File: src/sv/elias_fano_block_encoder_defines.svh
// Assertion macros shared by the encoder RTL.
// Expects clk and rst_n in the scope of each use.
`ifndef ELIAS_FANO_BLOCK_ENCODER_DEFINES_SVH
`define ELIAS_FANO_BLOCK_ENCODER_DEFINES_SVH

// Same-cycle implication.
`define EFE_ASSERT_IMPL(label, ante, cons, msg) \
    label: assert property (@(posedge clk) disable iff (!rst_n) (ante) |-> (cons)) \
        else $error(msg);

// Next-cycle implication.
`define EFE_ASSERT_NEXT(label, ante, cons, msg) \
    label: assert property (@(posedge clk) disable iff (!rst_n) (ante) |=> (cons)) \
        else $error(msg);

`endif

File: src/sv/efe_pkg.sv
// Shared types and constants of the Elias-Fano block encoder.
// No dependencies; the queue, front, back and top level import it.
package efe_pkg;

    localparam int FILE_SELECT_BITS_DEF = 6;

    // request and result kinds
    localparam logic [1:0] KIND_HEADER  = 2'd0;
    localparam logic [1:0] KIND_SUFFIX  = 2'd1;
    localparam logic [1:0] KIND_VALUE   = 2'd2;
    localparam logic [1:0] KIND_IGNORED = 2'd3;

    // configuration register indexes
    localparam logic [1:0] CFG_PREFIX_BITS = 2'd0;
    localparam logic [1:0] CFG_SUFFIX_BITS = 2'd1;
    localparam logic [1:0] CFG_WIDE_VALUES = 2'd2;

    localparam logic [5:0] PREFIX_BITS_RST = 6'd12;
    localparam logic [6:0] SUFFIX_BITS_RST = 7'd32;
    localparam logic [6:0] MAX_WIDTH       = 7'd64;
    localparam logic [6:0] NARROW_WIDTH    = 7'd32;

    localparam int QDEPTH = 2;
    localparam int QPTR_W = (QDEPTH > 1) ? $clog2(QDEPTH) : 1;
    localparam int QCNT_W = $clog2(QDEPTH + 1);

    // flag bit positions
    localparam int FLAG_FILE  = 0;
    localparam int FLAG_UNDER = 1;
    localparam int FLAG_ORDER = 2;

    typedef struct packed {
        logic [1:0]  kind;
        logic [5:0]  unary_width;
        logic [6:0]  binary_width;
        logic [5:0]  file_index;
        logic [25:0] block_index;
        logic [2:0]  flags;
        logic [63:0] word;
        logic [6:0]  payload_width;
    } efe_entry_t;

    typedef struct packed {
        logic       push;
        efe_entry_t entry;
    } efe_push_t;

    typedef struct packed {
        logic full;
        logic empty;
    } efe_qstat_t;

    typedef struct packed {
        logic [1:0]  result_kind;
        logic [5:0]  unary_width;
        logic [6:0]  binary_width;
        logic [5:0]  file_index;
        logic [25:0] block_index;
        logic [63:0] unary_gap;
        logic [63:0] payload;
        logic [6:0]  payload_width;
        logic [2:0]  error_flags;
    } efe_result_t;

endpackage

File: src/sv/efe_if.sv
// Channel interfaces of the encoder: request, result and configuration write.
// Depends on no other file.
interface efe_req_if;
    logic        valid;
    logic        ready;
    logic [1:0]  req_type;
    logic [31:0] block_prefix;
    logic [31:0] item_count;
    logic [63:0] data_word;

    modport source (output valid, output req_type, output block_prefix,
                    output item_count, output data_word, input ready);
    modport sink   (input valid, input req_type, input block_prefix,
                    input item_count, input data_word, output ready);
endinterface

interface efe_res_if;
    logic        valid;
    logic        ready;
    logic [1:0]  result_kind;
    logic [5:0]  unary_width;
    logic [6:0]  binary_width;
    logic [5:0]  file_index;
    logic [25:0] block_index;
    logic [63:0] unary_gap;
    logic [63:0] payload;
    logic [6:0]  payload_width;
    logic [2:0]  error_flags;

    modport source (output valid, output result_kind, output unary_width,
                    output binary_width, output file_index, output block_index,
                    output unary_gap, output payload, output payload_width,
                    output error_flags, input ready);
    modport sink   (input valid, input result_kind, input unary_width,
                    input binary_width, input file_index, input block_index,
                    input unary_gap, input payload, input payload_width,
                    input error_flags, output ready);
endinterface

interface efe_cfg_if;
    logic       valid;
    logic       ready;
    logic [1:0] index;
    logic [6:0] data;

    modport source (output valid, output index, output data, input ready);
    modport sink   (input valid, input index, input data, output ready);
endinterface

File: src/sv/efe_queue.sv
// Two-entry queue between the classifying front and the stateful back.
// Depends on efe_pkg and the assertion macros.
`include "elias_fano_block_encoder_defines.svh"

module efe_queue (
    input  logic                 clk,
    input  logic                 rst_n,
    input  efe_pkg::efe_push_t   push_in,
    input  logic                 pop,
    output efe_pkg::efe_entry_t  head,
    output efe_pkg::efe_qstat_t  stat
);
    import efe_pkg::*;

    efe_entry_t          mem_reg [QDEPTH];
    logic [QPTR_W-1:0]   wr_ptr_reg, wr_ptr_next;
    logic [QPTR_W-1:0]   rd_ptr_reg, rd_ptr_next;
    logic [QCNT_W-1:0]   count_reg, count_next;
    logic                do_push;
    logic                do_pop;

    assign stat.full  = (count_reg == QCNT_W'(QDEPTH));
    assign stat.empty = (count_reg == '0);
    assign do_push    = push_in.push && !stat.full;
    assign do_pop     = pop && !stat.empty;
    assign head       = mem_reg[rd_ptr_reg];

    always_comb
    begin
        wr_ptr_next = wr_ptr_reg;
        rd_ptr_next = rd_ptr_reg;
        count_next  = count_reg;
        if (do_push)
        begin
            wr_ptr_next = (wr_ptr_reg == QPTR_W'(QDEPTH - 1)) ? '0 : wr_ptr_reg + 1'b1;
        end
        if (do_pop)
        begin
            rd_ptr_next = (rd_ptr_reg == QPTR_W'(QDEPTH - 1)) ? '0 : rd_ptr_reg + 1'b1;
        end
        if (do_push && !do_pop)
        begin
            count_next = count_reg + 1'b1;
        end
        else if (do_pop && !do_push)
        begin
            count_next = count_reg - 1'b1;
        end
    end

    always_ff @(posedge clk or negedge rst_n)
    begin
        if (!rst_n)
        begin
            wr_ptr_reg <= '0;
            rd_ptr_reg <= '0;
            count_reg  <= '0;
        end
        else
        begin
            wr_ptr_reg <= wr_ptr_next;
            rd_ptr_reg <= rd_ptr_next;
            count_reg  <= count_next;
        end
    end

    always_ff @(posedge clk)
    begin
        if (do_push)
        begin
            mem_reg[wr_ptr_reg] <= push_in.entry;
        end
    end

    `EFE_ASSERT_IMPL(a_no_push_full, push_in.push, !stat.full, "push into a full queue")
    `EFE_ASSERT_IMPL(a_no_pop_empty, pop, !stat.empty, "pop from an empty queue")
    `EFE_ASSERT_NEXT(a_count_track, 1'b1,
        count_reg == $past(count_reg) + QCNT_W'($past(do_push)) - QCNT_W'($past(do_pop)),
        "queue fill count lost track")

endmodule

File: src/sv/efe_front.sv
// Front end: configuration registers, request acceptance and header math.
// Depends on efe_pkg and efe_if.
module efe_front #(
    parameter int FILE_SELECT_BITS = efe_pkg::FILE_SELECT_BITS_DEF
) (
    input  logic                clk,
    input  logic                rst_n,
    efe_req_if.sink             req,
    efe_cfg_if.sink             cfg,
    input  efe_pkg::efe_qstat_t qstat,
    output efe_pkg::efe_push_t  push_out
);
    import efe_pkg::*;

    logic [5:0]  prefix_bits_reg;
    logic [6:0]  suffix_bits_reg;
    logic        wide_values_reg;

    logic [31:0] thermo;
    logic [5:0]  ubits;
    logic [6:0]  sbits;
    logic        under;
    logic [6:0]  bbits;
    logic [5:0]  blk_bits;
    logic [31:0] fidx;
    logic [31:0] bmask;
    logic [31:0] bidx;
    efe_entry_t  entry;

    assign cfg.ready = 1'b1;
    assign req.ready = !qstat.full;

    always_ff @(posedge clk or negedge rst_n)
    begin
        if (!rst_n)
        begin
            prefix_bits_reg <= PREFIX_BITS_RST;
            suffix_bits_reg <= SUFFIX_BITS_RST;
            wide_values_reg <= 1'b0;
        end
        else if (cfg.valid && cfg.ready)
        begin
            case (cfg.index)
                CFG_PREFIX_BITS: prefix_bits_reg <= cfg.data[5:0];
                CFG_SUFFIX_BITS: suffix_bits_reg <= cfg.data;
                CFG_WIDE_VALUES: wide_values_reg <= cfg.data[0];
                default:         ;
            endcase
        end
    end

    // ceil(log2(count)) is the number of powers of two below the count
    always_comb
    begin
        for (int u = 0; u < 32; u++)
        begin
            thermo[u] = ({1'b0, req.item_count} > (33'd1 << u));
        end
    end

    assign ubits    = 6'($countones(thermo));
    assign sbits    = (suffix_bits_reg > MAX_WIDTH) ? MAX_WIDTH : suffix_bits_reg;
    assign under    = (sbits < {1'b0, ubits});
    assign bbits    = under ? 7'd0 : sbits - {1'b0, ubits};
    assign blk_bits = (prefix_bits_reg > 6'(FILE_SELECT_BITS))
                    ? prefix_bits_reg - 6'(FILE_SELECT_BITS) : 6'd0;
    assign fidx     = req.block_prefix >> blk_bits;
    assign bmask    = ~(32'hFFFF_FFFF << blk_bits);
    assign bidx     = req.block_prefix & bmask;

    always_comb
    begin
        entry = '0;
        entry.kind = req.req_type;
        unique case (req.req_type)
            KIND_HEADER:
            begin
                entry.unary_width        = ubits;
                entry.binary_width       = bbits;
                entry.file_index         = fidx[5:0];
                entry.block_index        = bidx[25:0];
                entry.flags[FLAG_FILE]   = ((fidx >> FILE_SELECT_BITS) != 32'd0);
                entry.flags[FLAG_UNDER]  = under;
            end
            KIND_SUFFIX:
            begin
                entry.word = req.data_word;
            end
            KIND_VALUE:
            begin
                entry.word          = wide_values_reg ? req.data_word
                                                      : {32'd0, req.data_word[31:0]};
                entry.payload_width = wide_values_reg ? MAX_WIDTH : NARROW_WIDTH;
            end
            default:
            begin
                entry.kind = req.req_type;
            end
        endcase
    end

    // drop the unused request code without a result
    assign push_out.push  = req.valid && req.ready && (req.req_type != KIND_IGNORED);
    assign push_out.entry = entry;

endmodule

File: src/sv/efe_back.sv
// Back end: block state, suffix split into gap and low bits, value pass-through, result register.
// Depends on efe_pkg, efe_if and the assertion macros.
`include "elias_fano_block_encoder_defines.svh"

module efe_back (
    input  logic                clk,
    input  logic                rst_n,
    input  efe_pkg::efe_entry_t head,
    input  efe_pkg::efe_qstat_t qstat,
    output logic                pop,
    efe_res_if.source           res
);
    import efe_pkg::*;

    logic [63:0] last_high_reg, last_high_next;
    logic [6:0]  low_width_reg, low_width_next;
    logic        out_valid_reg, out_valid_next;
    efe_result_t out_reg, out_next;

    logic [63:0] high;
    logic [63:0] lmask;

    assign pop   = !qstat.empty && (!out_valid_reg || res.ready);
    assign high  = head.word >> low_width_reg;
    assign lmask = ~(64'hFFFF_FFFF_FFFF_FFFF << low_width_reg);

    always_comb
    begin
        last_high_next = last_high_reg;
        low_width_next = low_width_reg;
        out_valid_next = out_valid_reg && !res.ready;
        out_next       = out_reg;
        if (pop)
        begin
            out_valid_next = 1'b1;
            out_next = '0;
            out_next.result_kind = head.kind;
            case (head.kind)
                KIND_HEADER:
                begin
                    out_next.unary_width  = head.unary_width;
                    out_next.binary_width = head.binary_width;
                    out_next.file_index   = head.file_index;
                    out_next.block_index  = head.block_index;
                    out_next.error_flags  = head.flags;
                    low_width_next        = head.binary_width;
                    last_high_next        = '0;
                end
                KIND_SUFFIX:
                begin
                    out_next.binary_width            = low_width_reg;
                    out_next.unary_gap               = high - last_high_reg;
                    out_next.payload                 = head.word & lmask;
                    out_next.payload_width           = low_width_reg;
                    out_next.error_flags[FLAG_ORDER] = (high < last_high_reg);
                    last_high_next                   = high;
                end
                default:
                begin
                    out_next.payload       = head.word;
                    out_next.payload_width = head.payload_width;
                end
            endcase
        end
    end

    always_ff @(posedge clk or negedge rst_n)
    begin
        if (!rst_n)
        begin
            last_high_reg <= '0;
            low_width_reg <= '0;
            out_valid_reg <= 1'b0;
        end
        else
        begin
            last_high_reg <= last_high_next;
            low_width_reg <= low_width_next;
            out_valid_reg <= out_valid_next;
        end
    end

    always_ff @(posedge clk)
    begin
        out_reg <= out_next;
    end

    assign res.valid         = out_valid_reg;
    assign res.result_kind   = out_reg.result_kind;
    assign res.unary_width   = out_reg.unary_width;
    assign res.binary_width  = out_reg.binary_width;
    assign res.file_index    = out_reg.file_index;
    assign res.block_index   = out_reg.block_index;
    assign res.unary_gap     = out_reg.unary_gap;
    assign res.payload       = out_reg.payload;
    assign res.payload_width = out_reg.payload_width;
    assign res.error_flags   = out_reg.error_flags;

    `EFE_ASSERT_NEXT(a_pop_shows, pop, out_valid_reg, "popped word not shown")
    `EFE_ASSERT_NEXT(a_header_state, pop && (head.kind == KIND_HEADER),
        (last_high_reg == 64'd0) && (low_width_reg == $past(head.binary_width)),
        "header did not reset block state")
    `EFE_ASSERT_IMPL(a_width_range, 1'b1, low_width_reg <= MAX_WIDTH,
        "block low width out of range")

endmodule

File: src/sv/elias_fano_block_encoder.sv
// Top level of the Elias-Fano block encoder.
// Depends on efe_pkg, efe_if, efe_front, efe_queue and efe_back.
//
//   channel  dir   handshake     word
//   req      in    valid/ready   req_type, block_prefix, item_count, data_word
//   res      out   valid/ready   header, suffix code or value result
//   cfg      in    valid/ready   index, data (always ready)
//
// One word per cycle sustained while the result channel is ready; a request
// passes through the queue write, then the back end's result register.
// The back end's 64-bit shift and subtract on the block state sets the pace.
// Reset restores prefix_bits 12, suffix_bits 32, 32-bit values, cleared state.
// A stalled result holds; the two-entry queue keeps taking requests meanwhile until full.
module elias_fano_block_encoder #(
    parameter int FILE_SELECT_BITS = efe_pkg::FILE_SELECT_BITS_DEF
) (
    input  logic       clk,
    input  logic       rst_n,
    efe_req_if.sink    req,
    efe_res_if.source  res,
    efe_cfg_if.sink    cfg
);
    import efe_pkg::*;

    efe_push_t  push;
    efe_qstat_t qstat;
    efe_entry_t head;
    logic       pop;

    efe_front #(
        .FILE_SELECT_BITS (FILE_SELECT_BITS)
    ) u_front (
        .clk      (clk),
        .rst_n    (rst_n),
        .req      (req),
        .cfg      (cfg),
        .qstat    (qstat),
        .push_out (push)
    );

    efe_queue u_queue (
        .clk     (clk),
        .rst_n   (rst_n),
        .push_in (push),
        .pop     (pop),
        .head    (head),
        .stat    (qstat)
    );

    efe_back u_back (
        .clk   (clk),
        .rst_n (rst_n),
        .head  (head),
        .qstat (qstat),
        .pop   (pop),
        .res   (res)
    );

endmodule
File: src/flat_wrapper.sv
// flat-port wrapper written by rule: the top's interface ports become plain ports
module elias_fano_block_encoder_flat import efe_pkg::*;
#(
    parameter int FILE_SELECT_BITS = efe_pkg::FILE_SELECT_BITS_DEF
)
  (clk, rst_n, req_valid, req_req_type, req_block_prefix, req_item_count, req_data_word, req_ready, res_valid, res_result_kind, res_unary_width, res_binary_width, res_file_index, res_block_index, res_unary_gap, res_payload, res_payload_width, res_error_flags, res_ready, cfg_valid, cfg_index, cfg_data, cfg_ready);
  efe_req_if req_i ();
  efe_res_if res_i ();
  efe_cfg_if cfg_i ();
  input  logic clk;
  input  logic rst_n;
  input wire logic [$bits(req_i.valid)-1:0] req_valid;
  input wire logic [$bits(req_i.req_type)-1:0] req_req_type;
  input wire logic [$bits(req_i.block_prefix)-1:0] req_block_prefix;
  input wire logic [$bits(req_i.item_count)-1:0] req_item_count;
  input wire logic [$bits(req_i.data_word)-1:0] req_data_word;
  output wire logic [$bits(req_i.ready)-1:0] req_ready;
  output wire logic [$bits(res_i.valid)-1:0] res_valid;
  output wire logic [$bits(res_i.result_kind)-1:0] res_result_kind;
  output wire logic [$bits(res_i.unary_width)-1:0] res_unary_width;
  output wire logic [$bits(res_i.binary_width)-1:0] res_binary_width;
  output wire logic [$bits(res_i.file_index)-1:0] res_file_index;
  output wire logic [$bits(res_i.block_index)-1:0] res_block_index;
  output wire logic [$bits(res_i.unary_gap)-1:0] res_unary_gap;
  output wire logic [$bits(res_i.payload)-1:0] res_payload;
  output wire logic [$bits(res_i.payload_width)-1:0] res_payload_width;
  output wire logic [$bits(res_i.error_flags)-1:0] res_error_flags;
  input wire logic [$bits(res_i.ready)-1:0] res_ready;
  input wire logic [$bits(cfg_i.valid)-1:0] cfg_valid;
  input wire logic [$bits(cfg_i.index)-1:0] cfg_index;
  input wire logic [$bits(cfg_i.data)-1:0] cfg_data;
  output wire logic [$bits(cfg_i.ready)-1:0] cfg_ready;
  assign req_i.valid = req_valid;
  assign req_i.req_type = req_req_type;
  assign req_i.block_prefix = req_block_prefix;
  assign req_i.item_count = req_item_count;
  assign req_i.data_word = req_data_word;
  assign req_ready = req_i.ready;
  assign res_valid = res_i.valid;
  assign res_result_kind = res_i.result_kind;
  assign res_unary_width = res_i.unary_width;
  assign res_binary_width = res_i.binary_width;
  assign res_file_index = res_i.file_index;
  assign res_block_index = res_i.block_index;
  assign res_unary_gap = res_i.unary_gap;
  assign res_payload = res_i.payload;
  assign res_payload_width = res_i.payload_width;
  assign res_error_flags = res_i.error_flags;
  assign res_i.ready = res_ready;
  assign cfg_i.valid = cfg_valid;
  assign cfg_i.index = cfg_index;
  assign cfg_i.data = cfg_data;
  assign cfg_ready = cfg_i.ready;
  elias_fano_block_encoder #(.FILE_SELECT_BITS(FILE_SELECT_BITS)) u_core (.clk(clk), .rst_n(rst_n), .req(req_i), .res(res_i), .cfg(cfg_i));
endmodule
File: config.mk
export PLATFORM = sky130hd
export DESIGN_NAME = elias_fano_block_encoder_flat
export DESIGN_NICKNAME = d
export VERILOG_FILES = /design/src/sv/efe_pkg.sv /design/src/sv/efe_if.sv /design/src/sv/efe_queue.sv /design/src/sv/efe_front.sv /design/src/sv/efe_back.sv /design/src/sv/elias_fano_block_encoder.sv /design/src/flat_wrapper.sv
export VERILOG_INCLUDE_DIRS = /design/src /design/src/sv
export SDC_FILE = /design/constraint.sdc
export NUM_CORES = 1
export LEC_CHECK = 0
export ABC_AREA = 1
export CORE_AREA = 2 2 300 273
export CTS_BUF_LIST = sky130_fd_sc_hd__clkbuf_4 sky130_fd_sc_hd__clkbuf_8 sky130_fd_sc_hd__clkbuf_16
export CTS_CLUSTER_DIAMETER = 100
export CTS_CLUSTER_SIZE = 12
export DETAILED_ROUTE_END_ITERATION = 8
export DIE_AREA = 0 0 302 275
export DONT_BUFFER_PORTS = 1
export REMOVE_ABC_BUFFERS = 1
export SLEW_MARGIN = 10
export SYNTH_ARGS = -nofsm -noshare
export SYNTH_HDL_FRONTEND = slang
export SYNTH_SLANG_ARGS = --single-unit
File: constraint.sdc
create_clock -name clk -period 14.1 [get_ports clk]
set_input_delay 2.115 -clock clk [delete_from_list [all_inputs] [get_ports clk]]
set_output_delay 2.115 -clock clk [all_outputs]
set_load 0.1 [all_outputs]
==> metrics, run 1 <==
startpoint types=input port; grt ovf=0; Via density=5.45; die area=83100 um2; number of synthesized flops with an enable pin=415; final worst slack=4880 ps; largest net degree at the start of global routing=91; clock root buffer=clkbuf_16; Initial Util=39.6%; Fin. Hold Viols=0; Slowest-stage cell, CP=fa_1; synth-to-layout area growth=7.74%; Async SR Flop Fraction=17.8%; worst min-delay path category=flip-flop to flip-flop; min-delay src=u_core.u_back.last_high_reg[15]; CP Class=input port to flip-flop; RSZ-0062 raised after global routing=false; Core Region=80100 um2; count leader, synth=nand2_1; predominant post-synthesis flop cell=edfxtp_1; most frequent CP cell=nor2_1; htree depth=2; Routed WL=107000 um; Slew Limit Fails=0; post-CTS sizing=0; Max Fclk=108 MHz; Largest register FFs=230; count of different cell masters after synthesis=67; r2r startpoint=u_core.u_queue.rd_ptr_reg; GRT Total Usage=25.3%; Hold Crit Depth=2; maximum fanout along the worst path=7; worst reg-to-reg setup slack=7460 ps; fin nets=4219; CTS tree=done; Clk Latency, worst-skew pair=640 ps; Final Setup Violations=0; Tcrit/Tclk final=65.4%; # DRC=0; Yosys reg bits=505; routed len/inst=21.1 um; worst endpoint data arrival time=9570 ps; Critical Path RT=14450 ps; Slew headroom=26.4%; Period minus WS final=9220 ps; Worst-Margin Slew=1110 ps; Hold Path End=u_core.u_back.last_high_reg[15]; Final Wtd Congestion=0.950; end of the worst register-to-register path=u_core.u_back.res.unary_gap[48]; hold_buf cts=0; Fin Setup TNS=0 ps; status=finished clean; area leader, netlist=edfxtp_1; DR pass1 iterations=7; Synth Cell Area=31700 um2; cells after synthesis=4040; port bufs=0; Clock Tree Buf Depth=3; die height=275 um; CTS clk-pin slew, worst paths=60 ps; layout cell share with drive strength beyond 1=5.77%; FP Rows=99; top-area cell type share of the netlist area=39.3%; initial antenna violation count=5; top cells by count, synth=nand2_1, inv_1, nor2_1; cts bufs inserted=49; DR vias=27.6k; number of setup buffers added after CTS=0; Reg2Reg Depth=29; ranking of synthesized cells by area=edfxtp_1, nand2_1, dfrtp_1; Setup crit end kind=flip-flop; post-route ant nets=0; number of global-route vias before repair=26.2k; register area share after synthesis=46.4%; Clock Sinks=505; Final Skew=32.8 ps; max cap viols=0; pre-CTS setup slack=4360 ps; drt initial violations=2839; CP peak stage delay=530 ps; number of top-level pins=332; Final HPWL DP=80400 um; first-pass GRT wire length=160000 um; Die W=302 um; synth warn=0; Mean Syn Cell Area=7.85 um2
## how the worst max path moves through the flow
| stage | depth (start not counted) | endpoint | startpoint | slack, ps |
|---|---|---|---|---|
| 6_report | 33 | u_core.u_queue.mem_reg[0][109] | req_item_count[24] | 4880 |
| 5_1_grt | 35 | u_core.u_queue.mem_reg[0][109] | req_item_count[7] | 4220 |
| 4_1_cts | 35 | u_core.u_queue.mem_reg[0][109] | req_item_count[7] | 4980 |
| 3_5_place_dp | 33 | u_core.u_queue.mem_reg[0][109] | req_item_count[24] | 4360 |
| 3_3_place_gp | 35 | u_core.u_queue.mem_reg[0][109] | req_item_count[7] | 4310 |
| 2_1_floorplan | 33 | u_core.u_queue.mem_reg[0][108] | req_item_count[24] | 5340 |
## cell type report
cell class              instances  area [um2]
repair buffers                 31         233
clock buffers                  85        1510
flip-flops and latches        505       14700
diodes                          2        5.00
multi-input cells            2854       14300
inverters                     525        1980
clock inverters                 5        65.1
fillers                      8226       46000
well taps                    1060        1330
## per-stage QoR
stage	utilization (%)	cell area, um2	hold slack [ps]	std cells
2_1_floorplan	-	31000	449	3884
6_report	42.6	34200	482	5067
3_3_place_gp	40.7	32600	463	4975
3_5_place_dp	40.7	32600	465	4975
4_1_cts	42.6	34200	482	5065
5_1_grt	42.6	34200	501	5066
## worst max-delay path: cells and delay by family
kind / cells / cell delay [ps]
compound gates: 3 / 610
xor+xnor: 1 / 180
fa+ha+maj: 9 / 4000
simple gates: 14 / 2010
buf+inv: 6 / 650
## placed cells by master, fill, tap and decap left out, types with 49 or more instances in the layout
cell type and count:
a21oi_1 251, clkbuf_16 49, dfrtp_1 83, edfxtp_1 415, ha_1 83, inv_1 501, nand2_1 1036, nand3_1 269
nor2_1 441, o21ai_0 210, o21ai_1 151
## layer usage
| metal | up-vias | GRT usage, % | wire length (um) |
|---|---|---|---|
| li1 | 13300 | - | - |
| met2 | 1013 | 41.5 | 49700 |
| met1 | 13100 | 34.5 | 46800 |
| met4 | 8 | 6.74 | 2670 |
| met5 | - | 0 | 54 |
| met3 | 146 | 4.41 | 7670 |
## cell families after synthesis
| logic type | count (synthesis) | synth area share (%) |
|---|---|---|
| DFF | 505 | 46.4 |
| buffers and inverters | 681 | 8.53 |
| adders and majority gates | 109 | 4.91 |
| AOI/OAI and AO/OA | 796 | 14.1 |
| other | 1 | 0.0118 |
| muxes | 22 | 0.698 |
| xor gates and xnor gates | 11 | 0.304 |
| and+or+nand+nor | 1915 | 25.0 |
Power of run 1 is left out: the tool's default activity adds up to more than one toggle a clock period on the data nets, which glitch-free logic cannot reach.
==> run 2: changes to the inputs <==
--- a/config.mk
+++ b/config.mk
@@ -6,13 +6,13 @@
 export SDC_FILE = /design/constraint.sdc
 export NUM_CORES = 1
 export LEC_CHECK = 0
-export ABC_AREA = 1
-export CORE_AREA = 2 2 300 273
+export ABC_AREA = 0
+export CORE_AREA = 2 2 295 268
 export CTS_BUF_LIST = sky130_fd_sc_hd__clkbuf_4 sky130_fd_sc_hd__clkbuf_8 sky130_fd_sc_hd__clkbuf_16
 export CTS_CLUSTER_DIAMETER = 100
 export CTS_CLUSTER_SIZE = 12
 export DETAILED_ROUTE_END_ITERATION = 8
-export DIE_AREA = 0 0 302 275
+export DIE_AREA = 0 0 297 270
 export DONT_BUFFER_PORTS = 1
 export REMOVE_ABC_BUFFERS = 1
 export SLEW_MARGIN = 10
==> constraint.sdc (replaced) <==
create_clock -name clk -period 8.6 [get_ports clk]
set_input_delay 1.29 -clock clk [delete_from_list [all_inputs] [get_ports clk]]
set_output_delay 1.29 -clock clk [all_outputs]
set_load 0.1 [all_outputs]
==> run 2 against run 1 <==
Against the previous run: the run now ends with negative setup slack left; non-clock buffer count increased by 90; worst hold slack worse by 120 ps; register-to-register slack worse by 6200 ps; flip-flop and latch count is the same; clock-buffer cell count grew 2; sequential share of layout area up 0.055 points.
==> metrics, run 2 <==
drt initial violations=2127 (was 2839); Async SR Flop Fraction=17.8% (unchanged); number of global-route vias before repair=23.3k (was 26.2k); Fin. Hold Viols=0 (unchanged); Final Skew=22.2 ps (was 32.8 ps); RSZ-0062 raised after global routing=true (was false); maximum fanout along the worst path=6 (was 7); register area share after synthesis=48.1% (was 46.4%); Fillers=7366 (was 8226); routed len/inst=24.4 um (was 21.1 um); Final HPWL DP=72700 um (was 80400 um); Max Fclk=103 MHz; Slowest-stage cell, CP=fa_2 (was fa_1); startpoint types=input port (unchanged); Critical Path RT=8980 ps (was 14450 ps); predominant post-synthesis flop cell=edfxtp_1 (unchanged); CTS clk-pin slew, worst paths=60 ps (about the same); die height=270 um (was 275 um); synth warn=0 (unchanged); die area=80200 um2 (was 83100 um2); max cap viols=0 (unchanged); Clock Tree Buf Depth=3 (unchanged); Die W=297 um (was 302 um); Clock Sinks=505 (unchanged); DR vias=23.4k (was 27.6k); Setup crit end kind=flip-flop (unchanged); Slew Limit Fails=0 (unchanged); Tcrit/Tclk final=113%; pre-CTS setup slack=-2120 ps (was 4360 ps); Largest register FFs=230 (unchanged); Final Wtd Congestion=0.906 (was 0.950); most frequent cells in the layout=edfxtp_1, nand2_1, nor2_1 (was nand2_1, inv_1, nor2_1); clock root buffer=clkbuf_16 (unchanged); Clk Latency, worst-skew pair=640 ps (about the same); CP Class=input port to flip-flop (unchanged); number of synthesized flops with an enable pin=415 (unchanged); commonest non-fill, non-tap cell in the layout=edfxtp_1 (was nand2_1); final worst slack=-1090 ps (was 4880 ps); Mean Syn Cell Area=10.2 um2 (was 7.85 um2); FP Rows=97 (was 99); GRT Total Usage=23.9% (was 25.3%); Slew headroom=21.0% (was 26.4%); synth-to-layout area growth=11.6% (was 7.74%); Period minus WS final=9690 ps; worst min-delay path category=input port to async pin (was flip-flop to flip-flop); initial antenna violation count=34 (was 5); # DRC=0 (unchanged); port bufs=0 (unchanged); Via density=5.76 (was 5.45); largest net degree at the start of global routing=130 (was 91); status=finished, violations left (was finished clean); layout cell share with drive strength beyond 1=12.9% (was 5.77%); Initial Util=39.6% (about the same); count leader, synth=edfxtp_1 (was nand2_1); Routed WL=99100 um (was 107000 um); Yosys reg bits=505 (unchanged); htree depth=2 (unchanged); top cells by count, synth=edfxtp_1, nand2_1, nor2_1 (was nand2_1, inv_1, nor2_1); ranking of synthesized cells by area=edfxtp_1, dfrtp_1, mux2i_1 (was edfxtp_1, nand2_1, dfrtp_1); CP peak stage delay=550 ps (was 530 ps); DR pass1 iterations=5 (was 7); Worst-Margin Slew=1190 ps (was 1110 ps); Non-Filler Instances=4066 (was 5067); grt ovf=0 (unchanged); violated checks=negative setup slack; Synth Cell Area=30600 um2 (was 31700 um2); post-route ant nets=0 (unchanged); worst endpoint data arrival time=10060 ps (was 9570 ps); Core Region=77200 um2 (was 80100 um2); CTS tree=done (unchanged); area leader, netlist=edfxtp_1 (unchanged); fin nets=3230 (was 4219); number of top-level pins=332 (unchanged); hold_buf cts=0 (unchanged); count of different cell masters after synthesis=81 (was 67); top-area cell type share of the netlist area=40.7% (was 39.3%); cts bufs inserted=51 (was 49); cells after synthesis=2986 (was 4040); Cells after DPL=3928 (was 4975); Final Setup Violations=20 (was 0); first-pass GRT wire length=148000 um (was 160000 um)
-- run 2: changes by cell type in the layout (fill, tap and decap cells not counted), moves of 51 or more --
cell	change
o21ai_1	-148
inv_1	-380
o21ai_0	-51
mux4_2	+68
mux2i_1	+188
nand3_1	-242
nor2_1	-81
nand2_1	-647
a21oi_1	-64
and2_1	+73
buf_4	+85
-- run 2: timing repair --
item | 4_1_cts | 5_1_grt
buffers inserted | 37 | 3
pin swaps | 34 | 19
setup endpoints to repair | 26 | 26
gates resized for setup | 38 | 16
cloned | 0 | 0
-- run 2: metal layers --
metal  wire length (um)  share of wire (%)  vias to the layer above  track usage, %
met3               9790                9.9                      189            7.79
li1                   -                  -                    10800               -
met2              45400                 46                      935            38.2
met5                141               0.14                        -               0
met4               2810                2.8                       20            6.03
met1              40900                 41                    11500            31.4
-- run 2: final cells by class --
class / instances / area [um2] / share of cell area, %
inverters: 128 / 488 / 1.43
flip-flops and latches: 505 / 14700 / 43.1
well taps: 1039 / 1300 / 3.81
diodes: 8 / 20.0 / 0.0586
multi-input cells: 2170 / 15000 / 43.9
repair buffers: 121 / 953 / 2.79
clock inverters: 8 / 105 / 0.308
clock buffers: 87 / 1570 / 4.60
-- run 2: worst paths after layout --
path / start / endpoint / slack (ps) / depth (start not counted)
max: req_item_count[29] / u_core.u_queue.mem_reg[0][111] / -1090 / 31
min: rst_n / u_core.u_queue.count_reg[0] / 360 / 0
max reg2reg: u_core.u_queue.rd_ptr_reg / u_core.u_back.res.unary_gap[63] / 1240 / 21
min reg2reg: u_core.u_back.last_high_reg[10] / u_core.u_back.last_high_reg[10] / 480 / 2
max in group asynchronous: rst_n / u_core.u_front.prefix_bits_reg[2] / 8030 / 0
min in group clk: u_core.u_back.last_high_reg[10] / u_core.u_back.last_high_reg[10] / 480 / 2
-- run 2: critical path, delay by kind of cell --
| kind | cells | cell delay [ps] |
|---|---|---|
| AO/OA/AOI/OAI | 6 | 1280 |
| adder cells (fa/ha/maj) | 9 | 3860 |
| buffers and inverters | 4 | 410 |
| AND/OR/NAND/NOR | 12 | 3230 |
-- run 2: kinds of logic (layout without fill, tap and decap cells) --
family	Yosys count	after routing	synth area share [%]
xor+xnor	69	69	1.98
simple gates	1073	1073	15.7
mux	298	298	12.6
fa+ha+maj	109	109	5.10
compound gates	620	620	12.7
other cells	1	9	0.0123
flops	505	505	48.1
buf+inv	311	344	3.83
-- run 2: through the flow --
stage | hold WS, ps | setup TNS, ps | cell area [um2] | utilization [%]
floorplan | 443 | -198820 | 29900 | -
global placement | 460 | -40370 | 31900 | 41.4
detailed placement | 471 | -42330 | 31900 | 41.4
CTS | 340 | -15960 | 34000 | 44.1
global route | 336 | -22070 | 34100 | 44.2
finish | 362 | -17240 | 34100 | 44.2
Power of run 2 is left out for the same reason.
